**src/hw/rtl/lcd4_pkg.sv**
```systemverilog
// Shared types and constants for the 4-bit character LCD write sequencer.
// Used by the front end, the queue, the sequencer back end and the top level.
`timescale 1ns / 1ps

package lcd4_pkg;

  localparam int unsigned CMD_WIDTH    = 2;
  localparam int unsigned BYTE_WIDTH   = 8;
  localparam int unsigned NIBBLE_WIDTH = 4;
  localparam int unsigned CFG_WIDTH    = 16;
  localparam int unsigned CFG_IDX_WIDTH = 2;
  localparam int unsigned IN_TDATA_WIDTH  = 16;
  localparam int unsigned IN_TUSER_WIDTH  = 2;
  localparam int unsigned OUT_TDATA_WIDTH = 8;
  localparam int unsigned QUEUE_DEPTH = 4;
  localparam int unsigned NIDX_WIDTH  = 3;

  localparam logic [CMD_WIDTH-1:0] CMD_TICK  = 2'd0;
  localparam logic [CMD_WIDTH-1:0] CMD_INIT  = 2'd1;
  localparam logic [CMD_WIDTH-1:0] CMD_WRITE = 2'd2;

  localparam logic [CFG_IDX_WIDTH-1:0] REG_INIT_DELAY   = 2'd0;
  localparam logic [CFG_IDX_WIDTH-1:0] REG_PULSE_DELAY  = 2'd1;
  localparam logic [CFG_IDX_WIDTH-1:0] REG_SETTLE_DELAY = 2'd2;

  localparam logic [CFG_WIDTH-1:0] INIT_DELAY_RESET   = 16'd6;
  localparam logic [CFG_WIDTH-1:0] PULSE_DELAY_RESET  = 16'd1;
  localparam logic [CFG_WIDTH-1:0] SETTLE_DELAY_RESET = 16'd5;

  localparam logic [NIDX_WIDTH-1:0] INIT_NIBBLES  = 3'd4;
  localparam logic [NIDX_WIDTH-1:0] WRITE_NIBBLES = 3'd2;

  localparam logic [NIBBLE_WIDTH-1:0] INIT_NIBBLE_WAKE = 4'h3;
  localparam logic [NIBBLE_WIDTH-1:0] INIT_NIBBLE_MODE = 4'h2;

  typedef enum logic [1:0] {
    KIND_TICK,
    KIND_INIT,
    KIND_WRITE
  } item_kind_t;

  typedef struct packed {
    item_kind_t            kind;
    logic [BYTE_WIDTH-1:0] data_byte;
    logic                  register_select;
  } queue_entry_t;

  typedef struct packed {
    logic                     we;
    logic [CFG_IDX_WIDTH-1:0] index;
    logic [CFG_WIDTH-1:0]     data;
  } cfg_write_t;

  function automatic logic [NIBBLE_WIDTH-1:0] init_nibble(input logic [1:0] idx);
    logic [NIBBLE_WIDTH-1:0] nib;
    nib = (idx == 2'd3) ? INIT_NIBBLE_MODE : INIT_NIBBLE_WAKE;
    return nib;
  endfunction

endpackage

```
**src/hw/rtl/lcd4_front.sv**
```systemverilog
// Input side of the LCD sequencer: accepts stream transactions and classifies
// each command into a queue entry. Depends on lcd4_pkg.
`timescale 1ns / 1ps

module lcd4_front (
  input  logic                                  s_tvalid,
  output logic                                  s_tready,
  input  logic [lcd4_pkg::IN_TDATA_WIDTH-1:0]   s_tdata,
  input  logic [lcd4_pkg::IN_TUSER_WIDTH-1:0]   s_tuser,
  input  logic                                  q_full,
  output logic                                  push,
  output lcd4_pkg::queue_entry_t                entry
);

  lcd4_pkg::item_kind_t kind;

  always_comb begin
    unique case (s_tuser)
      lcd4_pkg::CMD_INIT:  kind = lcd4_pkg::KIND_INIT;
      lcd4_pkg::CMD_WRITE: kind = lcd4_pkg::KIND_WRITE;
      default:             kind = lcd4_pkg::KIND_TICK;
    endcase
  end

  assign s_tready = !q_full;
  assign push     = s_tvalid && !q_full;

  assign entry.kind            = kind;
  assign entry.data_byte       = s_tdata[lcd4_pkg::BYTE_WIDTH-1:0];
  assign entry.register_select = s_tdata[lcd4_pkg::BYTE_WIDTH];

endmodule

```
**src/hw/rtl/lcd4_queue.sv**
```systemverilog
// Short first-in first-out queue of classified items between the front end
// and the sequencer. Depends on lcd4_pkg.
`timescale 1ns / 1ps

module lcd4_queue (
  input  logic                   clk,
  input  logic                   rst,
  input  logic                   push,
  input  lcd4_pkg::queue_entry_t push_data,
  input  logic                   pop,
  output logic                   q_valid,
  output logic                   q_full,
  output lcd4_pkg::queue_entry_t q_data
);

  localparam int unsigned PTR_WIDTH = $clog2(lcd4_pkg::QUEUE_DEPTH);
  localparam int unsigned CNT_WIDTH = $clog2(lcd4_pkg::QUEUE_DEPTH + 1);

  lcd4_pkg::queue_entry_t entries [lcd4_pkg::QUEUE_DEPTH];
  logic [PTR_WIDTH-1:0] wr_ptr;
  logic [PTR_WIDTH-1:0] rd_ptr;
  logic [CNT_WIDTH-1:0] count;

  assign q_valid = (count != '0);
  assign q_full  = (count == CNT_WIDTH'(lcd4_pkg::QUEUE_DEPTH));
  assign q_data  = entries[rd_ptr];

  always_ff @(posedge clk) begin
    if (push) begin
      entries[wr_ptr] <= push_data;
    end
  end

  always_ff @(posedge clk) begin
    if (rst) begin
      wr_ptr <= '0;
      rd_ptr <= '0;
      count  <= '0;
    end else begin
      if (push) begin
        wr_ptr <= wr_ptr + 1'b1;
      end
      if (pop) begin
        rd_ptr <= rd_ptr + 1'b1;
      end
      if (push && !pop) begin
        count <= count + 1'b1;
      end else if (pop && !push) begin
        count <= count - 1'b1;
      end
    end
  end

endmodule

```
**src/hw/rtl/lcd4_back.sv**
```systemverilog
// Sequencer back end: holds the delay registers, steps the EN/RS/nibble
// state machine once per queued item and registers each result.
// Depends on lcd4_pkg.
`timescale 1ns / 1ps

module lcd4_back #(
  parameter int unsigned TIMER_WIDTH = 16
) (
  input  logic                                 clk,
  input  logic                                 rst,
  input  lcd4_pkg::cfg_write_t                 cfg,
  input  logic                                 q_valid,
  input  lcd4_pkg::queue_entry_t               q_data,
  output logic                                 pop,
  output logic                                 m_tvalid,
  input  logic                                 m_tready,
  output logic [lcd4_pkg::OUT_TDATA_WIDTH-1:0] m_tdata
);

  typedef enum logic [1:0] {
    PH_IDLE,
    PH_HIGH,
    PH_LOW
  } phase_t;

  function automatic logic [TIMER_WIDTH-1:0] load_value(
    input logic [lcd4_pkg::CFG_WIDTH-1:0] value
  );
    logic [TIMER_WIDTH-1:0] v;
    v = TIMER_WIDTH'(value);
    return (v == '0) ? TIMER_WIDTH'(1) : v;
  endfunction

  logic [lcd4_pkg::CFG_WIDTH-1:0] init_delay_ticks;
  logic [lcd4_pkg::CFG_WIDTH-1:0] pulse_delay_ticks;
  logic [lcd4_pkg::CFG_WIDTH-1:0] settle_delay_ticks;

  phase_t                               phase, phase_next;
  logic [lcd4_pkg::NIDX_WIDTH-1:0]      nibble_index, nibble_index_next;
  logic [TIMER_WIDTH-1:0]               delay_count, delay_count_next;
  logic [lcd4_pkg::BYTE_WIDTH-1:0]      held_byte, held_byte_next;
  logic                                 init_mode, init_mode_next;
  logic                                 en_level, en_level_next;
  logic                                 rs_level, rs_level_next;
  logic [lcd4_pkg::NIBBLE_WIDTH-1:0]    bus_nibble, bus_nibble_next;
  logic                                 rejected_next;
  logic                                 m_tvalid_next;
  logic [lcd4_pkg::OUT_TDATA_WIDTH-1:0] m_tdata_next;

  logic                              busy;
  logic                              is_request;
  logic [TIMER_WIDTH-1:0]            count_dec;
  logic [lcd4_pkg::NIDX_WIDTH-1:0]   index_inc;
  logic [lcd4_pkg::NIDX_WIDTH-1:0]   nibble_limit;

  assign pop        = q_valid && (!m_tvalid || m_tready);
  assign busy       = (phase != PH_IDLE);
  assign is_request = (q_data.kind == lcd4_pkg::KIND_INIT) ||
                      (q_data.kind == lcd4_pkg::KIND_WRITE);
  assign count_dec  = (delay_count != '0) ? delay_count - 1'b1 : '0;
  assign index_inc  = nibble_index + 1'b1;
  assign nibble_limit = init_mode ? lcd4_pkg::INIT_NIBBLES : lcd4_pkg::WRITE_NIBBLES;

  always_comb begin
    phase_next        = phase;
    nibble_index_next = nibble_index;
    delay_count_next  = delay_count;
    held_byte_next    = held_byte;
    init_mode_next    = init_mode;
    en_level_next     = en_level;
    rs_level_next     = rs_level;
    bus_nibble_next   = bus_nibble;
    rejected_next     = 1'b0;

    if (is_request) begin
      if (busy) begin
        rejected_next = 1'b1;
      end else begin
        init_mode_next    = (q_data.kind == lcd4_pkg::KIND_INIT);
        held_byte_next    = q_data.data_byte;
        nibble_index_next = '0;
        en_level_next     = 1'b1;
        phase_next        = PH_HIGH;
        if (q_data.kind == lcd4_pkg::KIND_INIT) begin
          rs_level_next    = 1'b0;
          bus_nibble_next  = lcd4_pkg::init_nibble(2'd0);
          delay_count_next = load_value(init_delay_ticks);
        end else begin
          rs_level_next    = q_data.register_select;
          bus_nibble_next  = q_data.data_byte[7:4];
          delay_count_next = load_value(pulse_delay_ticks);
        end
      end
    end else if (busy) begin
      delay_count_next = count_dec;
      if (count_dec == '0) begin
        if (phase == PH_HIGH) begin
          en_level_next = 1'b0;
          phase_next    = PH_LOW;
          if (init_mode) begin
            delay_count_next = load_value(init_delay_ticks);
          end else if (nibble_index == '0) begin
            delay_count_next = load_value(pulse_delay_ticks);
          end else begin
            delay_count_next = load_value(settle_delay_ticks);
          end
        end else if (index_inc < nibble_limit) begin
          nibble_index_next = index_inc;
          en_level_next     = 1'b1;
          phase_next        = PH_HIGH;
          if (init_mode) begin
            bus_nibble_next  = lcd4_pkg::init_nibble(index_inc[1:0]);
            delay_count_next = load_value(init_delay_ticks);
          end else begin
            bus_nibble_next  = (index_inc == '0) ? held_byte[7:4] : held_byte[3:0];
            delay_count_next = load_value(pulse_delay_ticks);
          end
        end else begin
          phase_next        = PH_IDLE;
          nibble_index_next = '0;
          delay_count_next  = '0;
          en_level_next     = 1'b0;
        end
      end
    end

    m_tdata_next = {rejected_next, (phase_next != PH_IDLE), bus_nibble_next,
                    rs_level_next, en_level_next};

    if (pop) begin
      m_tvalid_next = 1'b1;
    end else if (m_tready) begin
      m_tvalid_next = 1'b0;
    end else begin
      m_tvalid_next = m_tvalid;
    end
  end

  always_ff @(posedge clk) begin
    if (rst) begin
      init_delay_ticks   <= lcd4_pkg::INIT_DELAY_RESET;
      pulse_delay_ticks  <= lcd4_pkg::PULSE_DELAY_RESET;
      settle_delay_ticks <= lcd4_pkg::SETTLE_DELAY_RESET;
    end else if (cfg.we) begin
      unique case (cfg.index)
        lcd4_pkg::REG_INIT_DELAY:   init_delay_ticks   <= cfg.data;
        lcd4_pkg::REG_PULSE_DELAY:  pulse_delay_ticks  <= cfg.data;
        lcd4_pkg::REG_SETTLE_DELAY: settle_delay_ticks <= cfg.data;
        default: ;
      endcase
    end
  end

  always_ff @(posedge clk) begin
    if (rst) begin
      phase        <= PH_IDLE;
      nibble_index <= '0;
      delay_count  <= '0;
      held_byte    <= '0;
      init_mode    <= 1'b0;
      en_level     <= 1'b0;
      rs_level     <= 1'b0;
      bus_nibble   <= '0;
      m_tvalid     <= 1'b0;
      m_tdata      <= '0;
    end else begin
      if (pop) begin
        phase        <= phase_next;
        nibble_index <= nibble_index_next;
        delay_count  <= delay_count_next;
        held_byte    <= held_byte_next;
        init_mode    <= init_mode_next;
        en_level     <= en_level_next;
        rs_level     <= rs_level_next;
        bus_nibble   <= bus_nibble_next;
        m_tdata      <= m_tdata_next;
      end
      m_tvalid <= m_tvalid_next;
    end
  end

endmodule

```
**src/hw/rtl/lcd_4bit_nibble_write_sequencer.sv**
```systemverilog
// Top level of the 4-bit character LCD write sequencer.
// Each accepted transaction passes through the queue and a result register.
// Throughput: one transaction per cycle while m_tready does not hold the output.
// A four-entry queue decouples input acceptance from output back-pressure.
// Reset clears the queue and the sequencer to idle with all pins low and loads
// the delay registers with 6, 1 and 5 ticks.
`timescale 1ns / 1ps

module lcd_4bit_nibble_write_sequencer #(
  parameter int unsigned TIMER_WIDTH = 16
) (
  input  logic                                   clk,
  input  logic                                   rst,
  input  logic                                   s_tvalid,
  output logic                                   s_tready,
  // s_tdata fields from bit 0: data_byte[7:0], register_select[8], zero fill.
  input  logic [lcd4_pkg::IN_TDATA_WIDTH-1:0]    s_tdata,
  // s_tuser fields from bit 0: cmd[1:0].
  input  logic [lcd4_pkg::IN_TUSER_WIDTH-1:0]    s_tuser,
  output logic                                   m_tvalid,
  input  logic                                   m_tready,
  // m_tdata fields from bit 0: en_line[0], rs_line[1], data_nibble[5:2],
  // busy_res[6], rejected[7].
  output logic [lcd4_pkg::OUT_TDATA_WIDTH-1:0]   m_tdata,
  input  logic                                   cfg_we,
  input  logic [lcd4_pkg::CFG_IDX_WIDTH-1:0]     cfg_index,
  input  logic [lcd4_pkg::CFG_WIDTH-1:0]         cfg_data
);

  logic                   push;
  logic                   pop;
  logic                   q_valid;
  logic                   q_full;
  lcd4_pkg::queue_entry_t push_data;
  lcd4_pkg::queue_entry_t q_data;
  lcd4_pkg::cfg_write_t   cfg;

  assign cfg.we    = cfg_we;
  assign cfg.index = cfg_index;
  assign cfg.data  = cfg_data;

  lcd4_front u_front (
    .s_tvalid (s_tvalid),
    .s_tready (s_tready),
    .s_tdata  (s_tdata),
    .s_tuser  (s_tuser),
    .q_full   (q_full),
    .push     (push),
    .entry    (push_data)
  );

  lcd4_queue u_queue (
    .clk       (clk),
    .rst       (rst),
    .push      (push),
    .push_data (push_data),
    .pop       (pop),
    .q_valid   (q_valid),
    .q_full    (q_full),
    .q_data    (q_data)
  );

  lcd4_back #(
    .TIMER_WIDTH (TIMER_WIDTH)
  ) u_back (
    .clk      (clk),
    .rst      (rst),
    .cfg      (cfg),
    .q_valid  (q_valid),
    .q_data   (q_data),
    .pop      (pop),
    .m_tvalid (m_tvalid),
    .m_tready (m_tready),
    .m_tdata  (m_tdata)
  );

endmodule
```
**config.mk**
```make
export PLATFORM = sky130hd
export DESIGN_NAME = lcd_4bit_nibble_write_sequencer
export DESIGN_NICKNAME = d
export VERILOG_FILES = /design/src/hw/rtl/lcd4_pkg.sv /design/src/hw/rtl/lcd4_front.sv /design/src/hw/rtl/lcd4_queue.sv /design/src/hw/rtl/lcd4_back.sv /design/src/hw/rtl/lcd_4bit_nibble_write_sequencer.sv
export SDC_FILE = /design/constraint.sdc
export NUM_CORES = 1
export LEC_CHECK = 0
export BUFFER_PORTS_ARGS = -buffer_cell sky130_fd_sc_hd__buf_2
export CAP_MARGIN = 20
export CELL_PAD_IN_SITES_DETAIL_PLACEMENT = 1
export CELL_PAD_IN_SITES_GLOBAL_PLACEMENT = 2
export CORE_MARGIN = 2
export CORE_UTILIZATION = 41
export DETAILED_ROUTE_END_ITERATION = 6
export GPL_TIMING_DRIVEN = 1
export PLACE_DENSITY = 0.82
export SKIP_CTS_REPAIR_TIMING = 1
export SLEW_MARGIN = 20
export SYNTH_ARGS = -nofsm -noshare
export SYNTH_HDL_FRONTEND = slang
export SYNTH_SLANG_ARGS = --single-unit
```
**constraint.sdc**
```tcl
create_clock -name clk -period 10.5 [get_ports clk]
set_input_delay 1.05 -clock clk [delete_from_list [all_inputs] [get_ports clk]]
set_output_delay 1.05 -clock clk [all_outputs]
set_load 0.01 [all_outputs]
```
Word-level counts from Yosys, hierarchy flattened
Memories as Yosys holds them, arrays and structs flattened. A register that Yosys moved wholly into a read port is not among the register bits. Index checks and enable logic that the tools add are counted.

Register bits: 100. Bits in latches: 0. RAM bits: 44. Bits in read-only memories: 0. Bits of input ports: 41. Output and inout bits: 10. Logic and storage cells: 124. Memories: 1.

Add/subtract/negate cells: 6. Multipliers: 0. Divide/modulo/power cells: 0. Magnitude comparators: 1. Equality and inequality tests: 11. Shifts and indexed selects: 0. Mux-type cells: 57. Bitwise gates (word level): 1. Reductions and logical operators: 31.

Memory list: u_queue.entries (words 4, bits a word 11, read ports 1, clocked after memory_dff 1, wr ports 1, RTL line lcd4_queue.sv:19) `lcd4_pkg::queue_entry_t entries [lcd4_pkg::QUEUE_DEPTH];`.

Operators by type and width (count): two-way mux 16 bit (14); logical NOT 16 bit (4); two-way mux 4 bit (9); two-way mux 3 bit (9); two-way mux 1 bit (17); nonzero test 16 bit (1); subtractor 16 x 1 -> 16 bit, second input constant (1); two-way mux 2 bit (7); nonzero test 2 bit (6); equality test 2 x 1 -> 1 bit, second input constant (4); equality test 2 bit, second input constant (4); adder 3 x 1 -> 3 bit, second input constant (2); logical NOT 3 bit (2); AND reduction 2 bit (3); AND reduction 3 bit (2); AND reduction 5 bit (1); adder 2 x 1 -> 2 bit, second input constant (2); logical AND 1 bit (4); logical NOT 1 bit (4); case mux 2 bit (2 select lines) (1); equality test 3 bit, second input constant (1); less-than comparator 3 bit (1); nonzero test 3 bit (1); subtractor 3 x 1 -> 3 bit, second input constant (1); other kinds (5) (6).

Depth between registers and ports, before layout
Gate-level depths: netlist (run 1).

Word-level depth: 9. Depth in mapped cells: 11. Mapped depth without buffers: 10.

Cells and area by module
A second synthesis (run 1) with hierarchy kept.

Cells, all modules: 778. Area, all modules: 7060.5 um^2.

By module, submodules not included: lcd4_back (instances 1, cells each 664, area each 4948.5 um^2); lcd4_queue (instances 1, cells each 101, area each 2019.4 um^2); lcd4_front (instances 1, cells each 13, area each 92.6 um^2).

Least setup slack after synthesis (run 1)
No wires, ideal clock.

Path kind: register to register. Start point: reg (tool-made name). End point: reg u_back.nibble_index[0] in the netlist's numbering. Library setup time: 0.070 ns. Arrival time: 3.289 ns. Slack: 7.140 ns. Cell stages (with the launch flop): 11. Path buffers: 2. Clock period less this slack: 3.360 ns. Cells stage by stage: dfxtp_1 buf_1 mux4_2 ha_1 clkinv_1 ha_1 nor2_1 clkbuf_1 nand4_1 mux2_1 a21oi_1.

RTL lines: to (signal assigned) (RTL line lcd4_back.sv:169) `nibble_index <= nibble_index_next;`; to (decl) (RTL line lcd4_back.sv:39) `logic [lcd4_pkg::NIDX_WIDTH-1:0] nibble_index, nibble_index_next;`.

==> impl_results.md, run 1 <==
- Clock buffer depth: 2
- Power Dens Cells: 285 mW/mm^2
- First DRT Iteration DRCs: ~360
- Clk slew on worst S/H paths: roughly 0.070 ns
- Met2 wire len: around 9.3 mm
- WS Path Type: reg2reg
- Max Slew Vio Count: 0
- Num ports: 51
- F_max: about 0.23 GHz
- Comb power frac: 0.404
- Sw frac: 0.410
- DRT Pass-1 Iters: 4
- TritonCTS buffer count: 17
- Hold Crit Start: u_back.m_tdata[1]
- # diodes: 0
- First-pass GRT wire length: 32.5 mm
- Sw Pwr: ~0.00092 W
- Die ar.: around 0.018 sq mm
- Syn Area/Cell: 9.19 sq um
- Async SR Flop Fraction: 0
- GPL Wtd Cong: 0.819
- Mapped cell area: 0.00699 sq mm
- Metal3 WL: 745 um
- Final setup margin: 6.17 ns
- CP delay by family, top: flip-flops
- Most common cell after layout, fill and taps aside: nand2_1
- Vias in the first global route: 5975
- Highest Signal Layer: met4
- Clk_lat worst skew: 0.43 ns
- Mapped Cells: 760
- RSZ-0062 raised after global routing: no
- Layout Area Growth over Synthesis: 13.4%
- Total placed instance area: 0.00731 sq mm
- Post-synth EDFFs: 44
- Hold Crit Class: reg2reg
- Vias per Instance: 5.68
- Buf+Inv Stages, Crit Path: 2
- Num rows: between 40 and 50
- HPWL Detailed: 14.2 mm
- Tmin final: approximately 4.3 ns
- Root Driver: clkbuf_16
- PortBufs: 43
- Place WS: 6.09 ns
- WP data arrival: 4.61 ns
- Final Hold Viols: 0
- Clock power share: 0.276
- TNS Setup: 0 ns
- Post-synth cell types: 66
- Core Area: 0.0166 sq mm
- Vias: about 5800
- Syn. warnings: 0
- Global-route usage over all layers: 0.233
- Sequential area share after synthesis: 0.464
- Commonest non-fill, non-tap cells in the layout: 156 x nand2_1, 96 x dfxtp_1, 76 x a21oi_1
- Share of layout cells above drive strength 1: 0.158
- Syn nets: 817
- Period utilisation layout: 0.413
- Pleak: 2.88 nW
- Die width: 135 um
- Relative slew slack: 0.336
- Die Y: between 100 and 150 um
- Initial Utilization: 0.420
- DRT met1 WL: 9.89 mm
- Outcome: complete, no violations
- Routed WL: 20.2 mm
- Crit-path cells: mux4_2 -> ha_2 -> buf_4 -> clkinv_1 -> ha_1 -> nor3_1 -> o311ai_0 -> a31oi_1 -> a2111oi_2
- Synthesis-stage register bit count: 140
- Post-DRT Antenna Nets: 0
- Ys flop type: dfxtp_1
- Finish-stage setup viols: 0
- DRC: 0
- Grt total ovfl: 0
- Crit Path Max Fanout: 32
- Final Net Count: 837
- CTS sink count: 140
- Initial antenna violation count: 0
- Pin count of the biggest net entering global routing: 89
- CTS tree: yes
- Worst Skew: 0.00954 ns
- CTS H-tree depth: 4
- CP startpoint kind: register
- Slew @ Worst Pin: 0.997 ns
- CP Data Required Time: 10.77 ns
- Final total power: 0.00226 W
- Setup crit end kind: register
- Wire per inst: 19.9 um
- Peak supply drop: 0.114 mV
- Crit-path max cell delay: roughly 0.79 ns
- Post-Layout Inst Area: 0.00793 sq mm
- Sequential share of power: 0.320
- Slowest CP cell: dfxtp_1
- Max Cap Violations: 0
- P_int: 0.00133 W
## cells in the mapped netlist, drive strengths merged, types with 5 or more instances
cell	n	share of area
and3	6	0.0054
a211oi	12	0.013
ha	15	0.027
a31oi	11	0.0098
a21oi	77	0.056
nor4	13	0.012
mux4	11	0.035
mux2	13	0.021
nor3	12	0.0086
buf	15	0.014
xnor2	9	0.011
nand3b	7	0.0075
nor2b	12	0.011
or4	6	0.0070
nand3	5	0.0036
edfxtp	44	0.19
mux2i	20	0.029
o22ai	5	0.0045
inv	19	0.010
o21ai	52	0.037
dfxtp	96	0.28
nor2	41	0.022
clkbuf	32	0.017
nand2	156	0.084
xor2	5	0.0063
nand4	5	0.0045
a2111oi	6	0.012
## metal layers
layer / vias to the layer above / GRT usage
met5: - / 0
met4: 0 / 0.0655
met3: 18 / 0.0424
met2: 106 / 0.361
met1: 2851 / 0.334
li1: 2782 / -
## tightest hold or removal path, delay by kind of cell, from the launching register on
family | cells | cell delay (ns)
DFF | 1 | 0.31
and+or+nand+nor | 1 | 0.05
AOI/OAI and AO/OA | 1 | 0.05
## cell type report
class                      count  area [sq um]
clock inverter                14           176
timing repair buffer          48           253
sequential                   140          3240
fill                        1917          8720
clock buffer                  18           429
inverter                      21          78.8
multi-input combinational    552          3470
tap                          220           275
## logic make-up (layout without fill, tap and decap cells)
| logic type | Yosys count | after routing | synth area share |
|---|---|---|---|
| XOR/XNOR | 14 | 14 | 0.0175 |
| multiplexers | 44 | 44 | 0.0850 |
| adder cells (fa/ha/maj) | 16 | 16 | 0.0297 |
| flip-flops | 140 | 140 | 0.464 |
| AND/OR/NAND/NOR | 286 | 286 | 0.189 |
| buffers and inverters | 68 | 101 | 0.0423 |
| AO/OA/AOI/OAI | 192 | 192 | 0.172 |
## state kept, by name, summed over array words and instances, names as in the netlist, 3 cells and up, named ones only
signal and cells:
u_back.nibble_index 3, u_back.pulse_delay_ticks 16, u_back.init_delay_ticks 16, u_back.settle_delay_ticks 16, u_back.bus_nibble 3, u_back.held_byte 8, u_queue.count 3, u_back.delay_count 16
u_back.m_tdata 5, u_queue.entries 44
## per-stage QoR
step,std cells,hold slack [ns],utilization
2_1_floorplan,760,0.433,-
3_3_place_gp,981,0.441,0.439
3_5_place_dp,981,0.449,0.439
4_1_cts,1013,0.458,0.476
5_1_grt,1013,0.487,0.476
6_report,1013,0.454,0.476
## power groups by stage
stage / registers (W) / logic [W] / clock network (W)
finish: 0.000722 / 0.000910 / 0.000623
floorplan: 0.000700 / 0.000694 / 0
CTS: 0.000722 / 0.000909 / 0.000632
global placement: 0.000725 / 0.000872 / 0
detailed placement: 0.000732 / 0.000899 / 0
global route: 0.000735 / 0.00101 / 0.000651
## worst paths after layout
kind / to / slack [ns] / cells past startpoint
setup / recovery: u_back.delay_count[10] / 6.17 / 9
hold / removal: u_back.m_tdata[1] / 0.45 / 2
setup reg to reg: u_back.delay_count[10] / 6.17 / 9
hold reg to reg: u_back.m_tdata[1] / 0.45 / 2
No activity file was read; power rests on OpenSTA's default activity.
==> run 2, diff against run 1 <==
CORE_UTILIZATION = 38   (was 41)
PLACE_DENSITY = 0.77   (was 0.82)
clock period = 4.45 ns   (was 10.5 ns; I/O delays follow)
==> run 2 against run 1 <==
Critical path type unchanged. Sequential power up 130%. Global-route usage decreased by 1.9 points. Critical endpoint unchanged. Final area rose by 0.69%. Clock power grew 140%. Non-clock buffer count grew 6. Highest routed layer unchanged.
==> impl_results.md, run 2 (synthesis results as in run 1) <==
- Setup crit end kind: register
- GPL Wtd Cong: 0.842 (+2.8%)
- Fin Hold WS: 0.237 ns (-0.218 ns)
- Global-route usage over all layers: 0.213 (-0.0194)
- Final Hold Viols: 0 (unchanged)
- Relative slew slack: 0.352 (+0.0161)
- Sequential share of power: 0.315 (-0.005)
- CP startpoint kind: register
- First DRT Iteration DRCs: 272 (-25%)
- Peak supply drop: 0.282 mV (+150%)
- Root Driver: clkbuf_16
- # diodes: 0 (unchanged)
- Hold-critical path depth: 1 (-1)
- Die ar.: 0.0195 sq mm (+7.7%)
- WP data arrival: 3.81 ns (-0.80 ns)
- Pin count of the biggest net entering global routing: 60 (-33%)
- Slew @ Worst Pin: 0.965 ns (-0.0316 ns)
- Tmin final: 3.53 ns (-0.803 ns)
- Post-Layout Inst Area: 0.00798 sq mm (+0.69%)
- Crit Path Max Fanout: 9 (-72%)
- Vias: 5691 (-1.1%)
- Post-DRT Antenna Nets: 0 (unchanged)
- PortBufs: 43 (unchanged)
- First-pass GRT wire length: 32.9 mm (+1.3%)
- CTS H-tree depth: 4 (unchanged)
- Initial antenna violation count: 0 (unchanged)
- DRT Pass-1 Iters: 4 (unchanged)
- Clock power share: 0.277 (about the same)
- Grt total ovfl: 0 (unchanged)
- Finish-stage setup viols: 0 (unchanged)
- TritonCTS buffer count: 17 (unchanged)
- Multi-input gate area: 0.00346 sq mm (-0.29%)
- Most common cell after layout, fill and taps aside: nand2_1
- Worst Skew: 0.00823 ns (-0.00131 ns)
- Share of layout cells above drive strength 1: 0.160 (+0.00257)
- Period utilisation layout: 0.794 (+0.381)
- Comb power frac: 0.408 (+0.004)
- Routed WL: 20.2 mm (+0.17%)
- Final Net Count: 843 (+0.72%)
- Die Y: 140 um (+3.8%)
- Most flops, register: u_queue.entries
- DRC: 0 (unchanged)
- Layout Area Growth over Synthesis: 14.2%
- RSZ-0062 raised after global routing: no
- Worst Reg-to-Reg Cells: 8 (-1)
- Num rows: 49 (+4.3%)
- HPWL Detailed: 14.5 mm (+2.5%)
- WS Path Type: reg2reg
- Commonest non-fill, non-tap cells in the layout: 156 x nand2_1, 96 x dfxtp_1, 76 x a21oi_1
- P_int: 0.00321 W (+140%)
- Pleak: 2.92 nW (+1.2%)
- Total placed instance area: 0.00737 sq mm (+0.82%)
- TNS Setup: 0 ns (unchanged)
- Initial Utilization: 0.388 (-0.0322)
- Core Area: 0.0180 sq mm (+8.3%)
- F_max: 0.283 GHz (+23%)
- CTS tree: yes
- Sw Pwr: 0.00215 W (+130%)
- Clk slew on worst S/H paths: 0.06 ns (about the same)
- Wire per inst: 19.6 um (-1.3%)
- Clock buffer depth: 2 (unchanged)
- Power Dens Cells: 672 mW/mm^2 (+140%)
- Register area: 0.00324 sq mm (unchanged)
- Max Cap Violations: 0 (unchanged)
- Clk_lat worst skew: 0.43 ns (about the same)
- Max Slew Vio Count: 0 (unchanged)
- Die width: 140 um (+3.8%)
- Hold Crit Class: in2reg
- Vias in the first global route: 5862 (-1.9%)
- CP Data Required Time: 4.73 ns (-6.04 ns)
- Vias per Instance: 5.54 (-2.6%)
- CTS sink count: 140 (unchanged)
- Sw frac: 0.402 (-0.00832)
- Outcome: complete, no violations
- Layout fillers: 2115 (+10%)
- Num ports: 51 (unchanged)
- Max FFs per register: 44 (unchanged)
- Final total power: 0.00536 W (+140%)
run 2: changes by cell type in the layout (fill, tap and decap cells not counted):
cell / change
inv_8: -2
ha_2: -1
nor3_1: +1
buf_4: +5
nor2_2: -1
nor3_2: -1
bufinv_16: +1
buf_6: +1
ha_1: +1
clkinv_8: -1
clkinv_2: +1
clkinv_4: +1
nor2_1: +1
run 2: cell type report:
class	count	area share
Timing Repair Buffer	54	0.0378
Tap cell	229	0.0359
Sequential cell	140	0.406
Multi-Input combinational cell	552	0.434
Inverter	21	0.00988
Clock inverter	14	0.0227
Clock buffer	18	0.0538
run 2: per-layer routing:
layer	share of wire	track usage	vias up
li1	-	-	2788
met1	0.50	0.313	2797
met2	0.45	0.327	84
met3	0.033	0.0323	22
met4	0.014	0.0632	0
met5	0	0	-
run 2: critical path, stage by stage, from the launching register on:
cell,delay (ns)
dfxtp_1,0.50
mux4_2,0.55
ha_1,0.38
clkinv_1,0.32
ha_1,0.45
nor3_1,0.60
o311ai_0,0.27
a31oi_1,0.24
a2111oi_2,0.07
run 2: final timing paths:
path | endpoint | slack, ns | startpoint
worst min register to register | u_back.held_byte[0] | 0.46 | u_back.held_byte[0]
worst min-delay path | u_queue.entries[3][3] | 0.24 | s_tdata[2]
worst max-delay path | u_back.delay_count[10] | 0.92 | register
worst max register to register | u_back.delay_count[10] | 0.92 | register
run 2: power groups by stage:
stage                     combinational [W]  sequential, W  clock, W
final                               0.00219        0.00169   0.00148
after global routing                0.00243        0.00172   0.00156
after CTS                           0.00220        0.00169   0.00151
after detailed placement            0.00218        0.00171         0
after global placement              0.00212        0.00170         0
after floorplan                     0.00164        0.00165         0
run 2: metrics by stage:
| step | cells | setup slack, ns | util |
|---|---|---|---|
| detailed placement | 996 | 0.897 | 0.409 |
| global placement | 995 | 0.930 | 0.408 |
| floorplan | 760 | 1.09 | - |
| global route | 1028 | 0.564 | 0.443 |
| finish | 1028 | 0.918 | 0.443 |
| CTS | 1028 | 0.880 | 0.443 |
==> run 3, diff against run 2 <==
CORE_UTILIZATION = 34   (was 38)
PLACE_DENSITY = 0.72   (was 0.77)
clock period = 2.9 ns   (was 4.45 ns; I/O delays follow)
==> run 3 against run 2 <==
First-iteration DRC count is 20% higher. Sequential share of layout area down 1.6 points. Sequential cell count stayed put. Critical path depth increased by 1. Setup slack got worse by 0.79 ns. Clock skew up 0.0019 ns. Critical endpoint is now u_back.delay_count[7]. Largest cell class unchanged. Highest routed layer unchanged.
==> impl_results.md, run 3 (synthesis results as in run 1) <==
- Vias per Instance: 5.26 (-5.0%)
- Layout Area Growth over Synthesis: 19.1%
- Slew @ Worst Pin: 0.685 ns (-0.280 ns)
- TNS Setup: 0 ns (unchanged)
- Commonest non-fill, non-tap cells in the layout: 156 x nand2_1, 95 x dfxtp_1, 75 x a21oi_1
- Most common cell after layout, fill and taps aside: nand2_1
- Pleak: 3.08 nW (+5.5%)
- Final core utilization: 0.411 (-0.0315)
- Wire per inst: 18.6 um (-5.3%)
- Peak supply drop: 0.484 mV (+72%)
- DRT Pass-1 Iters: 4 (unchanged)
- Die width: 147 um (+5.6%)
- Num ports: 51 (unchanged)
- Global-route usage over all layers: 0.192 (-0.0207)
- Root Driver: clkbuf_16
- GPL Wtd Cong: 0.837 (-0.64%)
- Tmin final: 2.78 ns (-0.757 ns)
- First DRT Iteration DRCs: 326 (+20%)
- Finish-stage setup viols: 0 (unchanged)
- Period utilisation layout: 0.957 (+0.163)
- Sequential share of power: 0.297 (-0.018)
- Hold Crit Class: in2reg
- Share of layout cells above drive strength 1: 0.209 (+0.0492)
- Die Y: 147 um (+5.6%)
- Grt total ovfl: 0 (unchanged)
- Fin Hold WS: 0.0823 ns (-0.154 ns)
- Vias in the first global route: 6027 (+2.8%)
- Num rows: 52 (+6.1%)
- Setup crit end kind: register
- Die ar.: 0.0217 sq mm (+11%)
- CP Data Required Time: 3.21 ns (-1.52 ns)
- Initial antenna violation count: 0 (unchanged)
- Power Dens Cells: 1030 mW/mm^2 (+54%)
- Routed WL: 20.4 mm (+0.96%)
- Clock power share: 0.255 (-0.022)
- DRC: 0 (unchanged)
- Max Slew Vio Count: 0 (unchanged)
- Sw Pwr: 0.00349 W (+62%)
- Post-Layout Inst Area: 0.00832 sq mm (+4.3%)
- Comb power frac: 0.448 (+0.040)
- WS Path Type: reg2reg
- Outcome: complete, no violations
- Relative slew slack: 0.543 (+0.192)
- Place WS: -0.100 ns (-0.998 ns)
- Clock buffer depth: 2 (unchanged)
- Core Area: 0.0202 sq mm (+12%)
- WP data arrival: 3.09 ns (-0.72 ns)
- Final setup margin: 0.125 ns (-0.793 ns)
- Final Net Count: 870 (+3.2%)
- PortBufs: 43 (unchanged)
- Most flops, register: u_queue.entries
- Max FFs per register: 44 (unchanged)
- Worst Skew: 0.0102 ns (+0.00193 ns)
- CTS sink count: 140 (unchanged)
- Max Cap Violations: 0 (unchanged)
- Vias: 5764 (+1.3%)
- F_max: 0.360 GHz (+27%)
- # diodes: 0 (unchanged)
- Clk slew on worst S/H paths: 0.07 ns (about the same)
- Crit Path Max Fanout: 13 (+4)
- First-pass GRT wire length: 32.9 mm (about the same)
- Total placed instance area: 0.00760 sq mm (+3.2%)
- Post-DRT Antenna Nets: 0 (unchanged)
- CP startpoint kind: register
- HPWL Detailed: 15.1 mm (+3.8%)
- Clk_lat worst skew: 0.42 ns (about the same)
- CTS H-tree depth: 4 (unchanged)
- RSZ-0062 raised after global routing: yes
- Sw frac: 0.406 (+0.00398)
- P_int: 0.00512 W (+59%)
- Initial Utilization: 0.345 (-0.0423)
- TritonCTS buffer count: 17 (unchanged)
- Final Hold Viols: 0 (unchanged)
- Pin count of the biggest net entering global routing: 61 (+1.7%)
- CTS tree: yes
[run 3: final timing paths]
| kind | startpoint | end | slack [ns] | cells after the start |
|---|---|---|---|---|
| setup / recovery | u_back.delay_count[0] | u_back.delay_count[7] | 0.12 | 9 |
| hold / removal | s_tdata[7] | u_queue.entries[3][8] | 0.08 | 1 |
| setup reg to reg | u_back.delay_count[0] | u_back.delay_count[7] | 0.12 | 9 |
| hold reg to reg | u_back.held_byte[1] | u_back.held_byte[1] | 0.46 | 2 |
[run 3: metal layers]
metal  share of wire  up-vias  global-route usage
met5               0        -                   0
met4           0.017        0              0.0563
met3           0.021       24              0.0276
met2            0.45       74               0.302
met1            0.51     2826               0.276
li1                -     2840                   -
[run 3: power by group through the flow]
stage | Clock (W) | Sequential, W | Combinational (W)
after global routing | 0.00232 | 0.00260 | 0.00426
after global placement | 0 | 0.00257 | 0.00356
after CTS | 0.00224 | 0.00255 | 0.00369
after floorplan | 0 | 0.00254 | 0.00254
final | 0.00219 | 0.00256 | 0.00385
after detailed placement | 0 | 0.00259 | 0.00366
[run 3: stage by stage]
step / total power, W / instances
after detailed placement: 0.00625 / 1060
after floorplan: 0.00507 / 760
after CTS: 0.00848 / 1092
after global placement: 0.00614 / 1060
after global routing: 0.00917 / 1096
final: 0.00860 / 1096
[run 3: worst max-delay path: stages, from the launching register on]
cell	delay (ns)
dfxtp_1	0.31
buf_4	0.15
or4_4	0.56
o21ai_4	0.15
nand4_1	0.15
o41ai_4	0.51
and2_4	0.24
buf_12	0.13
a31oi_2	0.09
a2111oi_2	0.36
[run 3: area by class of cell]
class                      instances  area (sq um)
tap                              270           338
sequential                       140          3240
clock inverter                    15           168
timing repair buffer              81           517
multi-input combinational        552          3550
clock buffer                      17           425
fill                            2319         11900
inverter                          21          80.1
